File: src/design/top_n_min_heap_core_defines.svh
// assertion macros for the top-n min-heap core
`ifndef TOP_N_MIN_HEAP_CORE_DEFINES_SVH
`define TOP_N_MIN_HEAP_CORE_DEFINES_SVH

// antecedent implies consequent in the same cycle
`define TNH_ASSERT_NOW(lbl, ante, cons, msg) \
    lbl: assert property (@(posedge clk) disable iff (!rst_n) (ante) |-> (cons)) else $error(msg);

// antecedent implies consequent in the next cycle
`define TNH_ASSERT_NEXT(lbl, ante, cons, msg) \
    lbl: assert property (@(posedge clk) disable iff (!rst_n) (ante) |=> (cons)) else $error(msg);

`endif

File: src/design/tnh_pkg.sv
// types, codes and constants of the top-n min-heap core
package tnh_pkg;

    localparam int HEAP_DEPTH_DEF = 16;
    localparam logic [4:0] CAP_RESET = 5'd16;

    localparam logic [1:0] REQ_ADD   = 2'd0;
    localparam logic [1:0] REQ_DRAIN = 2'd1;
    localparam logic [1:0] REQ_CLEAR = 2'd2;

    typedef struct packed {
        logic [1:0]  req_type;
        logic [31:0] weight;
        logic [31:0] tag;
    } req_t;

    typedef struct packed {
        logic [31:0] out_weight;
        logic [31:0] out_tag;
        logic [3:0]  rank;
        logic        is_last;
        logic        empty_res;
    } res_t;

    typedef struct packed {
        logic [31:0] weight;
        logic [31:0] tag;
    } entry_t;

    typedef enum logic [3:0] {
        ST_IDLE,
        ST_ADD_CHK,
        ST_UP,
        ST_UP_CMP,
        ST_DN_L,
        ST_DN_R,
        ST_DN_CMP,
        ST_DR_ROOT,
        ST_DR_LAST,
        ST_DR_POP
    } state_t;

    typedef struct packed {
        logic [6:0] fill;
        logic       idle;
    } stat_t;

endpackage

File: src/design/tnh_ram.sv
// generic simple dual-port ram with registered read
module tnh_ram #(
    parameter int WIDTH = 64,
    parameter int DEPTH = 16
) (
    input  logic                                  clk,
    input  logic                                  we,
    input  logic [(DEPTH > 1 ? $clog2(DEPTH) : 1)-1:0] waddr,
    input  logic [WIDTH-1:0]                      wdata,
    input  logic                                  re,
    input  logic [(DEPTH > 1 ? $clog2(DEPTH) : 1)-1:0] raddr,
    output logic [WIDTH-1:0]                      rdata
);

    logic [WIDTH-1:0] mem [DEPTH];

    always_ff @(posedge clk)
    begin
        if (we)
        begin
            mem[waddr] <= wdata;
        end
        if (re)
        begin
            rdata <= mem[raddr];
        end
    end

endmodule

File: src/design/tnh_ctrl.sv
// heap sequencer: add with sift up or root replace, drain, clear
module tnh_ctrl #(
    parameter int HEAP_DEPTH = tnh_pkg::HEAP_DEPTH_DEF
) (
    input  logic                                        clk,
    input  logic                                        rst_n,
    input  logic                                        start,
    input  tnh_pkg::req_t                               req,
    output logic                                        busy,
    input  logic [$clog2(HEAP_DEPTH+1)-1:0]             eff_cap,
    output logic                                        done,
    output tnh_pkg::res_t                               res,
    output tnh_pkg::stat_t                              stat
);
    import tnh_pkg::*;

    localparam int FW = $clog2(HEAP_DEPTH + 1);
    localparam int AW = HEAP_DEPTH > 1 ? $clog2(HEAP_DEPTH) : 1;

    state_t          state_reg, state_next;
    logic [FW-1:0]   fill_reg, fill_next;
    logic [FW-1:0]   pos_reg, pos_next;
    entry_t          m_reg, m_next;
    entry_t          lchild_reg, lchild_next;
    logic            rok_reg, rok_next;
    logic            drain_reg, drain_next;
    entry_t          top_reg, top_next;
    res_t            res_reg, res_next;
    logic            done_reg, done_next;

    logic            rd_en, wr_en;
    logic [AW-1:0]   rd_addr, wr_addr;
    entry_t          wr_data, rd_data;
    logic [63:0]     rd_raw;

    logic [FW:0]     lpos, rpos, fill_x;
    logic [FW-1:0]   ppos;
    entry_t          chosen;
    logic [FW-1:0]   cpos;
    state_t          after_sift;

    assign lpos    = {pos_reg, 1'b1};
    assign rpos    = lpos + (FW+1)'(1);
    assign fill_x  = {1'b0, fill_reg};
    assign ppos    = (pos_reg - FW'(1)) >> 1;
    assign rd_data = entry_t'(rd_raw);

    always_comb
    begin
        if (!rok_reg || (lchild_reg.weight < rd_data.weight))
        begin
            chosen = lchild_reg;
            cpos   = lpos[FW-1:0];
        end
        else
        begin
            chosen = rd_data;
            cpos   = rpos[FW-1:0];
        end
    end

    // a drain keeps popping until the heap runs dry
    assign after_sift = (drain_reg && (fill_reg != '0)) ? ST_DR_ROOT : ST_IDLE;

    tnh_ram #(
        .WIDTH (64),
        .DEPTH (HEAP_DEPTH)
    ) u_ram (
        .clk   (clk),
        .we    (wr_en),
        .waddr (wr_addr),
        .wdata (wr_data),
        .re    (rd_en),
        .raddr (rd_addr),
        .rdata (rd_raw)
    );

    always_ff @(posedge clk or negedge rst_n)
    begin
        if (!rst_n)
        begin
            state_reg <= ST_IDLE;
            fill_reg  <= '0;
            drain_reg <= 1'b0;
            done_reg  <= 1'b0;
        end
        else
        begin
            state_reg <= state_next;
            fill_reg  <= fill_next;
            drain_reg <= drain_next;
            done_reg  <= done_next;
        end
    end

    always_ff @(posedge clk)
    begin
        pos_reg    <= pos_next;
        m_reg      <= m_next;
        lchild_reg <= lchild_next;
        rok_reg    <= rok_next;
        top_reg    <= top_next;
        res_reg    <= res_next;
    end

    always_comb
    begin
        state_next  = state_reg;
        fill_next   = fill_reg;
        pos_next    = pos_reg;
        m_next      = m_reg;
        lchild_next = lchild_reg;
        rok_next    = rok_reg;
        drain_next  = drain_reg;
        top_next    = top_reg;
        res_next    = res_reg;
        done_next   = 1'b0;
        rd_en       = 1'b0;
        rd_addr     = '0;
        wr_en       = 1'b0;
        wr_addr     = pos_reg[AW-1:0];
        wr_data     = m_reg;

        unique case (state_reg)
            ST_IDLE:
            begin
                drain_next = 1'b0;
                if (start)
                begin
                    unique case (req.req_type)
                        REQ_ADD:
                        begin
                            m_next = '{weight: req.weight, tag: req.tag};
                            if (fill_reg >= eff_cap)
                            begin
                                rd_en      = 1'b1;
                                state_next = ST_ADD_CHK;
                            end
                            else
                            begin
                                pos_next   = fill_reg;
                                fill_next  = fill_reg + FW'(1);
                                state_next = ST_UP;
                            end
                        end
                        REQ_DRAIN:
                        begin
                            if (fill_reg == '0)
                            begin
                                res_next  = '{default: '0, empty_res: 1'b1};
                                done_next = 1'b1;
                            end
                            else
                            begin
                                drain_next = 1'b1;
                                rd_en      = 1'b1;
                                state_next = ST_DR_LAST;
                            end
                        end
                        REQ_CLEAR:
                        begin
                            fill_next = '0;
                        end
                        default:
                        begin
                        end
                    endcase
                end
            end
            ST_ADD_CHK:
            begin
                // root heavier than the new item: drop it
                if (rd_data.weight > m_reg.weight)
                begin
                    state_next = ST_IDLE;
                end
                else
                begin
                    pos_next   = '0;
                    state_next = ST_DN_L;
                end
            end
            ST_UP:
            begin
                if (pos_reg == '0)
                begin
                    wr_en      = 1'b1;
                    state_next = ST_IDLE;
                end
                else
                begin
                    rd_en      = 1'b1;
                    rd_addr    = ppos[AW-1:0];
                    state_next = ST_UP_CMP;
                end
            end
            ST_UP_CMP:
            begin
                wr_en = 1'b1;
                if (m_reg.weight < rd_data.weight)
                begin
                    wr_data    = rd_data;
                    pos_next   = ppos;
                    state_next = ST_UP;
                end
                else
                begin
                    state_next = ST_IDLE;
                end
            end
            ST_DN_L:
            begin
                if (lpos >= fill_x)
                begin
                    wr_en      = 1'b1;
                    state_next = after_sift;
                end
                else
                begin
                    rd_en      = 1'b1;
                    rd_addr    = lpos[AW-1:0];
                    state_next = ST_DN_R;
                end
            end
            ST_DN_R:
            begin
                lchild_next = rd_data;
                rok_next    = rpos < fill_x;
                if (rpos < fill_x)
                begin
                    rd_en   = 1'b1;
                    rd_addr = rpos[AW-1:0];
                end
                state_next = ST_DN_CMP;
            end
            ST_DN_CMP:
            begin
                wr_en = 1'b1;
                if (chosen.weight > m_reg.weight)
                begin
                    state_next = after_sift;
                end
                else
                begin
                    wr_data    = chosen;
                    pos_next   = cpos;
                    state_next = ST_DN_L;
                end
            end
            ST_DR_ROOT:
            begin
                rd_en      = 1'b1;
                state_next = ST_DR_LAST;
            end
            ST_DR_LAST:
            begin
                top_next   = rd_data;
                rd_en      = 1'b1;
                rd_addr    = AW'(fill_reg - FW'(1));
                state_next = ST_DR_POP;
            end
            ST_DR_POP:
            begin
                // only the heaviest eff_cap entries are reported
                if (fill_reg <= eff_cap)
                begin
                    res_next.out_weight = top_reg.weight;
                    res_next.out_tag    = top_reg.tag;
                    res_next.rank       = 4'(fill_reg - FW'(1));
                    res_next.is_last    = fill_reg == FW'(1);
                    res_next.empty_res  = 1'b0;
                    done_next           = 1'b1;
                end
                m_next     = rd_data;
                fill_next  = fill_reg - FW'(1);
                pos_next   = '0;
                state_next = ST_DN_L;
            end
            default:
            begin
                state_next = ST_IDLE;
            end
        endcase
    end

    assign busy      = state_reg != ST_IDLE;
    assign done      = done_reg;
    assign res       = res_reg;
    assign stat.fill = 7'(fill_reg);
    assign stat.idle = state_reg == ST_IDLE;

endmodule

File: src/design/top_n_min_heap_core.sv
// top-n min-heap core: capacity register and heap sequencer
//
// channel   signals                 handshake
// request   start, req, busy        taken when start && !busy
// result    done, res               one-cycle strobe, no back-pressure
// config    cfg_we, cfg_data        capacity written when cfg_we
//
// an add sifts up per level (read parent, compare and write) or, when full, checks the
// root and sifts down per level (read left child, read right child, compare); a drain
// reads the root and the last entry for each pop, then sifts down
// the heap memory has one read and one write port; every level waits on its read
// reset clears fill count, capacity to 16; heap memory contents need no reset
// busy holds off requests while an item is at work; results are never stalled
module top_n_min_heap_core #(
    parameter int HEAP_DEPTH = tnh_pkg::HEAP_DEPTH_DEF
) (
    input  logic           clk,
    input  logic           rst_n,
    input  logic           start,
    input  tnh_pkg::req_t  req,
    output logic           busy,
    output logic           done,
    output tnh_pkg::res_t  res,
    input  logic           cfg_we,
    input  logic [4:0]     cfg_data
);
    import tnh_pkg::*;

    `include "top_n_min_heap_core_defines.svh"

    localparam int FW = $clog2(HEAP_DEPTH + 1);

    logic [4:0]    capacity_reg;
    logic [FW-1:0] eff_cap;
    stat_t         stat;

    always_ff @(posedge clk or negedge rst_n)
    begin
        if (!rst_n)
        begin
            capacity_reg <= CAP_RESET;
        end
        else if (cfg_we)
        begin
            capacity_reg <= cfg_data;
        end
    end

    // zero acts as one, anything beyond the memory acts as the memory depth
    always_comb
    begin
        if (capacity_reg == 5'd0)
        begin
            eff_cap = FW'(1);
        end
        else if (int'(capacity_reg) > HEAP_DEPTH)
        begin
            eff_cap = FW'(HEAP_DEPTH);
        end
        else
        begin
            eff_cap = FW'(capacity_reg);
        end
    end

    tnh_ctrl #(
        .HEAP_DEPTH (HEAP_DEPTH)
    ) u_ctrl (
        .clk     (clk),
        .rst_n   (rst_n),
        .start   (start),
        .req     (req),
        .busy    (busy),
        .eff_cap (eff_cap),
        .done    (done),
        .res     (res),
        .stat    (stat)
    );

    `TNH_ASSERT_NOW(a_fill_bound, 1'b1, int'(stat.fill) <= HEAP_DEPTH, "fill count beyond depth")
    `TNH_ASSERT_NOW(a_empty_clean, done && res.empty_res,
        res.rank == 4'd0 && !res.is_last && res.out_weight == 32'd0, "empty result not clean")
    `TNH_ASSERT_NEXT(a_add_busy, start && !busy && req.req_type == REQ_ADD, busy,
        "add did not start work")
    `TNH_ASSERT_NEXT(a_clear_empties, start && !busy && req.req_type == REQ_CLEAR,
        stat.fill == 7'd0, "clear left entries")
    `TNH_ASSERT_NOW(a_busy_idle, 1'b1, busy == !stat.idle, "busy disagrees with idle state")

endmodule
File: config.mk
export PLATFORM = sky130hd
export DESIGN_NAME = top_n_min_heap_core
export DESIGN_NICKNAME = d
export VERILOG_FILES = /design/src/design/tnh_pkg.sv /design/src/design/tnh_ram.sv /design/src/design/tnh_ctrl.sv /design/src/design/top_n_min_heap_core.sv
export VERILOG_INCLUDE_DIRS = /design/src /design/src/design
export SDC_FILE = /design/constraint.sdc
export NUM_CORES = 2
export LEC_CHECK = 0
export BUFFER_PORTS_ARGS = -buffer_cell sky130_fd_sc_hd__buf_2
export CORE_MARGIN = 3
export CORE_UTILIZATION = 50
export CTS_BUF_LIST = sky130_fd_sc_hd__clkbuf_8
export CTS_CLUSTER_SIZE = 14
export DETAILED_ROUTE_END_ITERATION = 10
export PLACE_DENSITY = 0.69
export SETUP_SLACK_MARGIN = 0.5
export SLEW_MARGIN = 10
export SYNTH_ARGS = -nofsm -noshare
export SYNTH_HDL_FRONTEND = slang
export SYNTH_SLANG_ARGS = --single-unit
export TNS_END_PERCENT = 30
File: constraint.sdc
create_clock -name clk -period 8.7 [get_ports clk]
set_clock_uncertainty 0.15 [all_clocks]
set_input_delay 0 -clock clk [delete_from_list [all_inputs] [get_ports clk]]
set_output_delay 0 -clock clk [all_outputs]
set_load 0.005 [all_outputs]
==> flow_metrics.tcl <==
set metrics [dict create \
    timing_hold_violations_final 0 \
    io_pins 147 \
    netlist_instances 3515 \
    coreArea_um2 111300 \
    die_w_um 341.6 \
    crit_type "flop to flop" \
    vias 33661 \
    final_cell_mix "1356 x edfxtp_1, 554 x nand2_1, 211 x nand3_1" \
    synth_top_area_cell "edfxtp_1" \
    placed_cells_incl_taps 5021 \
    area_growth_pct 13.79 \
    wl_per_cell_um 27.10 \
    drive_gt1_share_pct 16.38 \
    die_h_um 341.6 \
    dp_hpwl_um 77860 \
    finalPower_mw 19.81 \
    grt_max_degree 130 \
    cap_violations 0 \
    portBuffers 146 \
    period_needed_ps 7155 \
    ctsRootBufferMaster "clkbuf_8" \
    ys_warn_count 0 \
    viasPerCell 6.055 \
    min_period_over_period_pct 82.24 \
    grt_usage_pct 25.64 \
    fmax_ghz 0.1398 \
    critical_path_arrival_ps 7620 \
    gp_congestion 0.8727 \
    dominantRegCellSynth "edfxtp_1" \
    ys_seq_area_share_pct 73.01 \
    cts_tree "built" \
    syn_avg_cell_area_um2 16.02 \
    synthArstFlopShare_pct 1.166 \
    path_clk_slew_ps 70 \
    synth_edf_count 1356 \
    clk_path_buf_depth 3 \
    finalNonFillerCells 5559 \
    drcViolationCount 0 \
    drt_wl_total_um 150600 \
    cts_resized 0 \
    postRouteAntennaNets 0 \
    rows 122 \
    syn_nets 3705 \
    grt_pass1_wl_um 219700 \
    setup_viol 0 \
    synth_top_area_share_pct 72.30 \
    clock_sinks 1372 \
    first_pass_iters 8 \
    path_max_fanout 34 \
    status "complete, no violations" \
    pwr_density_cell_nw_per_um2 309.1 \
    clock_latency_ps 900 \
    synth_cell_types 72 \
    numCtsBuffers 209 \
    antenna_found_initial 3 \
    worstSetupStartpointType "flop" \
    rsz0062_at_grt "no" \
    worstMarginPinSlew_ps 1249 \
    largest_register_ff_count 1024 \
    overflow 0 \
    design.die.area_um2 116700 \
    endpoint_kind "flop" \
    drv_slew 0 \
    crit_required_ps 9160 \
    ctsHtreeMaxLevel 4 \
    drt_iter0_drc 4238 \
    ys_ff_latch 1372 \
    finalNetCount 4089 \
    slew_headroom_pct 16.71 \
    utilization_pct 57.59 \
    vdd_drop_max_v 0.0002573 \
    layout_commonest_cell "edfxtp_1" \
    grt_pass1_vias 33122 \
    synth.area.top_cells "edfxtp_1 72%, mux4_2 5.1%, nand2_1 3.7%, mux2i_1 3.4%, ha_1 2.6%" \
    start_util_pct 50.61 \
    leakagePower_nw 23.66 \
    syn-cell-area_um2 56320 \
    min_path_type "input pin to flop" \
]
[where the power goes]
group / internal, mW / switching, mW / total [mW]
sequential: 8.40 / 0.437 / 8.84
clock: 2.38 / 2.50 / 4.88
combinational: 2.11 / 3.98 / 6.09
[cell type report]
class                   instances  area [um2]
diodes                          5       12.51
clock buffers                 209        2877
clock inverters               169       890.9
fillers                      8398       47190
inverters                      88       334.1
multi-input cells            1861       14170
flip-flops and latches       1372       41120
well taps                    1488        1862
repair buffers                367        2815
[cell families after synthesis]
kind of cell,after synthesis,synth area share [%]
simple gates,1023,8.342
fa+ha+maj,115,2.555
xor+xnor,10,0.1555
mux,350,9.128
flops,1372,73.01
buf+inv,282,2.250
compound gates,363,4.557
[metal layers]
| layer | wire length (um) | global-route usage (%) | vias to the layer above | share of wire [%] |
|---|---|---|---|---|
| met5 | 0 | 0 | - | 0 |
| met4 | 4346 | 8.768 | 0 | 2.9 |
| met3 | 14900 | 5.424 | 283 | 9.9 |
| met2 | 71530 | 40.81 | 1936 | 47 |
| met1 | 59860 | 35.41 | 16976 | 40 |
| li1 | - | - | 14466 | - |
[worst max-delay path, stage by stage (launching register included)]
cell,delay [ps]
edfxtp_1,430
inv_1,100
ha_1,300
a2111oi_0,440
o21a_1,250
o211ai_1,210
a31oi_4,530
buf_4,540
mux2_2,420
ha_1,330
nand4_1,190
nor4_1,740
nand3_1,140
o211ai_1,160
and3_2,1060
buf_4,320
a221o_1,520
[metrics by stage]
| step | instance area [um2] | hold WS, ps | setup WS, ps | TNS (ps) |
|---|---|---|---|---|
| 2_1_floorplan | 56320 | -445.6 | -53.50 | -10270 |
| 3_3_place_gp | 58760 | -203.4 | 1870 | 0 |
| 3_5_place_dp | 58760 | -196.6 | 1756 | 0 |
| 4_1_cts | 64070 | 2.460 | 1696 | 0 |
| 5_1_grt | 64080 | 74.95 | 1362 | 0 |
| 6_report | 64090 | 101.2 | 1545 | 0 |
[Yosys cell counts (all sizes together), types with 6 or more instances]
library cell     n
nor4            11
a21o            13
mux4           128
a22oi           92
a21oi           60
edfxtp        1356
o21a            41
mux2i          193
a22o             8
a221o           34
nor2b           13
ha             115
nand2          554
nand4           85
nor3             9
nand2b           8
and2            13
o22ai            9
inv             88
buf             94
clkbuf         100
nand3          211
o21ai           62
xnor2            8
nor2            40
o221ai           6
and3            67
mux2            29
dfrtp           15
[repair_timing]
action	4_1_cts	5_1_grt
setup buffers	0	0
hold buffers	155	0
endpoints found under the hold margin	133	0
[worst paths after layout]
kind	from	end	slack [ps]	cells past startpoint
min reg2reg	u_ctrl.u_ram.rdata[12]	u_ctrl.lchild_reg[12]	370	0
min	req[65]	u_ctrl.fill_reg[0]	100	5
max	u_ctrl.u_ram.rdata[33]	u_ctrl.u_ram.mem[8][6]	1550	16
max reg2reg	u_ctrl.u_ram.rdata[33]	u_ctrl.u_ram.mem[8][6]	1550	16
max in group asynchronous	rst_n	capacity_reg[1]	7740	3
min in group asynchronous	rst_n	capacity_reg[3]	140	3
Power figures use the tool's default switching activity.
